[config.mk]
export PLATFORM = sky130hd
export DESIGN_NAME = pctd_front
export DESIGN_NICKNAME = d
export VERILOG_FILES = /design/src/hdl/pctd_pkg.sv /design/src/hdl/pctd_front.sv
export SDC_FILE = /design/constraint.sdc
export NUM_CORES = 1
export LEC_CHECK = 0
export BUFFER_PORTS_ARGS = -buffer_cell sky130_fd_sc_hd__buf_2
export CAP_MARGIN = 25
export CORE_AREA = 2 2 69 71
export DETAILED_ROUTE_END_ITERATION = 8
export DIE_AREA = 0 0 71 73
export GPL_TIMING_DRIVEN = 0
export PLACE_DENSITY_LB_ADDON = 0.12
export SLEW_MARGIN = 30
export SYNTH_ARGS = -nofsm -noshare
export SYNTH_HDL_FRONTEND = slang
export SYNTH_SLANG_ARGS = --single-unit
[constraint.sdc]
create_clock -name clk -period 2.6 [get_ports clk]
set_input_delay 0.26 -clock clk [delete_from_list [all_inputs] [get_ports clk]]
set_output_delay 0.26 -clock clk [all_outputs]
set_load 0.02 [all_outputs]
[src/hdl/pctd_pkg.sv]
// Package with the shared types and constants of the prefix code table build and decode block.
`default_nettype none
package pctd_pkg;

  localparam int NODE_COUNT_DEF = 1024;
  localparam logic [7:0] KEY_RESET = 8'hC7 ^ 8'hE7 ^ 8'hB7;

  localparam logic [2:0] ST_RUNNING   = 3'd0;
  localparam logic [2:0] ST_DONE      = 3'd1;
  localparam logic [2:0] ST_TABLE_ERR = 3'd2;
  localparam logic [2:0] ST_NO_CHILD  = 3'd3;
  localparam logic [2:0] ST_TRUNCATED = 3'd4;

  localparam logic [1:0] REG_XOR_KEY = 2'd0;

  typedef struct packed {
    logic       command;
    logic [7:0] stream_byte;
    logic       stream_end;
  } in_t;

  typedef struct packed {
    logic [7:0] symbol;
    logic       symbol_valid;
    logic       last_symbol;
    logic [2:0] status;
  } out_t;

  typedef struct packed {
    logic       restart;
    logic [7:0] data;
    logic       stream_end;
  } item_t;

endpackage
`default_nettype wire

[src/hdl/pctd_front.sv]
// Front end: key register, input acceptance, key XOR and a two-entry transaction queue.
`default_nettype none
module pctd_front (
  input  wire logic          clk,
  input  wire logic          rst_n,
  input  wire logic          in_valid,
  output logic               in_ready,
  input  wire pctd_pkg::in_t in_data,
  input  wire logic          psel,
  input  wire logic          penable,
  input  wire logic          pwrite,
  input  wire logic [1:0]    paddr,
  input  wire logic [31:0]   pwdata,
  output logic [31:0]        prdata,
  output logic               pready,
  output logic               q_valid,
  input  wire logic          q_pop,
  output pctd_pkg::item_t    q_data
);
  import pctd_pkg::*;

  logic [7:0] key_r;
  item_t      slot_r [2];
  logic       wp_r, rp_r;
  logic [1:0] cnt_r;
  logic       push;
  item_t      item;

  assign pready = 1'b1;
  assign prdata = (paddr == REG_XOR_KEY) ? {24'd0, key_r} : 32'd0;

  assign in_ready = (cnt_r != 2'd2);
  assign push     = in_valid && in_ready;
  assign q_valid  = (cnt_r != 2'd0);
  assign q_data   = slot_r[rp_r];

  always_comb begin
    item.restart    = in_data.command;
    item.data       = in_data.stream_byte ^ key_r;
    item.stream_end = in_data.stream_end;
  end

  always_ff @(posedge clk) begin
    if (!rst_n) begin
      key_r <= KEY_RESET;
      wp_r  <= 1'b0;
      rp_r  <= 1'b0;
      cnt_r <= 2'd0;
    end else begin
      if (psel && penable && pwrite && paddr == REG_XOR_KEY) begin
        key_r <= pwdata[7:0];
      end
      if (push) begin
        wp_r <= ~wp_r;
      end
      if (q_pop) begin
        rp_r <= ~rp_r;
      end
      cnt_r <= cnt_r + {1'b0, push} - {1'b0, q_pop};
    end
  end

  always_ff @(posedge clk) begin
    if (push) begin
      slot_r[wp_r] <= item;
    end
  end

endmodule
`default_nettype wire

==> metrics.csv <==
stage,metric,value,unit
global_routing,GRT Total Usage,0.1251,
sta,endpoints failing setup,0,
clock_tree,"Gates resized, CTS repair",0,
worst_setup_path,r2r endpoint,cnt_r[1],
worst_setup_path,flop2flop setup slack,1.06,ns
placed_design,hpwl dp,2.383,mm
worst_hold_path,hold path endpoint,slot_r[1][0],
sta,Slew Limit Fails,0,
worst_setup_path,worst endpoint required time,2.34,ns
detailed_routing,DR pass1 iterations,2,
sta,Fmax,0.6249,GHz
clock_tree,Clock transition at path regs,0.06,ns
sta,Fin Hold WS,0.1826,ns
worst_hold_path,min-delay src,in_data[0],
sta,period utilization,0.6155,
die,Placeable Area,0.004536,mm2
worst_hold_path,Worst Hold Class,input pin to flop,
worst_hold_path,WHS Path Cells,1,
die,Die Wd,71,um
detailed_routing,drt wl/cell,11.06,um
placed_design,placed insts,263,
final_layout,Final nets,268,
clock_tree,hold-fix buffers at CTS,0,
clock_tree,clock root buffer,clkbuf_8,
worst_setup_path,CP startpoint kind,flop,
clock_tree,Clock Sinks,33,
global_routing,largest net degree at the start of global routing,11,
worst_setup_path,CP Capture Type,primary output,
final_layout,area occupied by multi-input gates,636.9,um2
yosys,count of cell types in the netlist,31,
die,Die Y,73,um
yosys,synthesis-stage register bit count,33,
yosys,register area share after synthesis,0.5177,
yosys,Cells after Synth,141,
die,Die Footprint,0.005183,mm2
final_layout,Layout area overhead,29.19,%
worst_setup_path,Critical Path AT,1.34,ns
yosys,Syn. warnings,0,
clock_tree,Max H-tree Level,2,
clock_tree,post-CTS setup buffer count,0,
run,maxcap violations,0,
sta,Period minus WS final,1.600,ns
die,initial cell density of the core,0.3666,
die,I/O pin cnt,96,
detailed_routing,Vias,1115,
detailed_routing,# DRC,0,
global_routing,number of global-route vias before repair,1131,
detailed_routing,Via density,4.114,
final_layout,layout cells sized above 1,0.4562,
clock_tree,"Clk Latency, worst-skew pair",0.27,ns
sta,Final TNS setup,0,ns
worst_setup_path,"critical path fanouts, max",10,
final_layout,Layout fillers,435,
final_layout,# diodes,0,
global_routing,global route overflow,0,
clock_tree,Num CTS Buffers,5,
yosys,Mapped Avg Cell Area,11.79,um2
placed_design,IO Port Bufs,45,
final_layout,Reg area,860.8,um2
clock_tree,CTS Buffer Depth,2,
outcome,outcome,finished clean,
detailed_routing,drt total wl,2.997,mm
power,Worst VDD drop,261.3,uV
power,Pleak,1.020,nW
sta,RSZ-0062 raised after global routing,false,
placed_design,gpl congestion,0.6871,
sta,"Hold Vio Cnt, Final",0,
worst_setup_path,WS Path Type,flop to primary output,
final_layout,Layout Cells excl Fill,271,
sta,Worst Skew,0.008185,ns
power,Power Density,629.8,mW/mm2
global_routing,initial antenna violation count,0,
worst_setup_path,RR Startpoint,cnt_r[0],
yosys,Syn Std Cell Area,0.001663,mm2
clock_tree,CTS tree,done,
die,site row count,25,
detailed_routing,antenna violation net count after detailed routing,0,
detailed_routing,Starting DRT DRC Count,12,
worst_setup_path,worst reg-to-reg path cell count,7,
global_routing,first-pass GRT wire length,5.002,mm
critical path: stages (launching register included):
cell     delay (ns)
dfxtp_1        0.30
buf_2          0.23
mux2_2         0.37
buf_2          0.16
metrics by stage:
stage                     instance area (um2)  worst slack, ns    util  power (mW)
after global placement                   2042            1.113  0.4502      0.9044
final                                    2148           0.9996  0.4737       1.353
after global routing                     2148           0.8608  0.4737       1.414
after CTS                                2148           0.9736  0.4737       1.369
after floorplan                          1749            1.042       -      0.8320
after detailed placement                 2042            1.069  0.4502      0.9122
metal layers:
| layer | vias to the layer above | track usage | share of wire |
|---|---|---|---|
| met4 | 0 | 0.05031 | 0.014 |
| met2 | 38 | 0.2212 | 0.52 |
| li1 | 579 | - | - |
| met3 | 4 | 0.03591 | 0.061 |
| met5 | - | 0 | 0 |
| met1 | 494 | 0.1426 | 0.40 |
state kept, by name, indices dropped and copies added (netlist names), named ones only:
name    flops
cnt_r       2
rp_r        1
slot_r     20
key_r       8
wp_r        1
layout by cell type, fill, tap and decap left out, drive strengths merged:
cell / n
buf: 75
conb: 25
edfxtp: 20
dfxtp: 13
mux2: 10
xor2: 9
nand2: 8
inv: 7
and2: 7
nand3: 6
clkbuf: 6
nor3: 5
o211ai: 5
mux2i: 4
nand3b: 2
and3: 2
a21boi: 2
nand2b: 1
xnor2: 1
nor2: 1
or2: 1
a21bo: 1
nor4b: 1
a211oi: 1
a211o: 1
ha: 1
clkinv: 1
bufinv: 1
synth_stat cells, drive strengths merged:
| cell | n | share of area |
|---|---|---|
| mux2 | 10 | 0.068 |
| buf | 30 | 0.14 |
| dfxtp | 13 | 0.16 |
| nand2 | 8 | 0.018 |
| nor3 | 5 | 0.015 |
| inv | 7 | 0.016 |
| a21boi | 2 | 0.0090 |
| nand3 | 6 | 0.018 |
| ha | 1 | 0.0075 |
| nand3b | 2 | 0.0090 |
| a211oi | 1 | 0.0045 |
| or2 | 1 | 0.0038 |
| xnor2 | 1 | 0.0053 |
| o211ai | 5 | 0.032 |
| xor2 | 9 | 0.047 |
| nand2b | 1 | 0.0038 |
| a211o | 1 | 0.0053 |
| and2 | 7 | 0.028 |
| a21bo | 1 | 0.0060 |
| conb | 2 | 0.0045 |
| and3 | 2 | 0.011 |
| mux2i | 4 | 0.024 |
| nor4b | 1 | 0.0053 |
| nor2 | 1 | 0.0068 |
| edfxtp | 20 | 0.36 |
power breakdown:
group          internal [mW]  switching [mW]
Combinational          0.118           0.162
Clock                  0.283           0.173
Sequential             0.602          0.0156
kinds of logic after synthesis:
kind of cell / after synthesis / share of synthesized area
AO/OA/AOI/OAI: 10 / 0.05644
XOR/XNOR: 10 / 0.05267
adder cells (fa/ha/maj): 1 / 0.007523
buffers and inverters: 37 / 0.1512
flip-flops: 33 / 0.5177
multiplexers: 14 / 0.09180
other: 2 / 0.004516
AND/OR/NAND/NOR: 34 / 0.1181
cell type report:
class,instances,area share
Multi-Input combinational cell,94,0.2964
Clock buffer,6,0.03378
Clock inverter,2,0.01573
Tap cell,54,0.03145
Timing Repair Buffer,45,0.1048
Sequential cell,33,0.4007
Buffer,30,0.1048
Inverter,7,0.01223
worst max path at each step:
stage / to / depth (start not counted) / slack, ns
after floorplan: cnt_r[1] / 7 / 1.04
after global placement: cnt_r[1] / 7 / 1.11
after detailed placement: cnt_r[1] / 7 / 1.07
after CTS: q_data[4] / 3 / 0.97
after global routing: cnt_r[1] / 7 / 0.86
final: q_data[4] / 3 / 1.0
(Power assumes the default switching activity.)
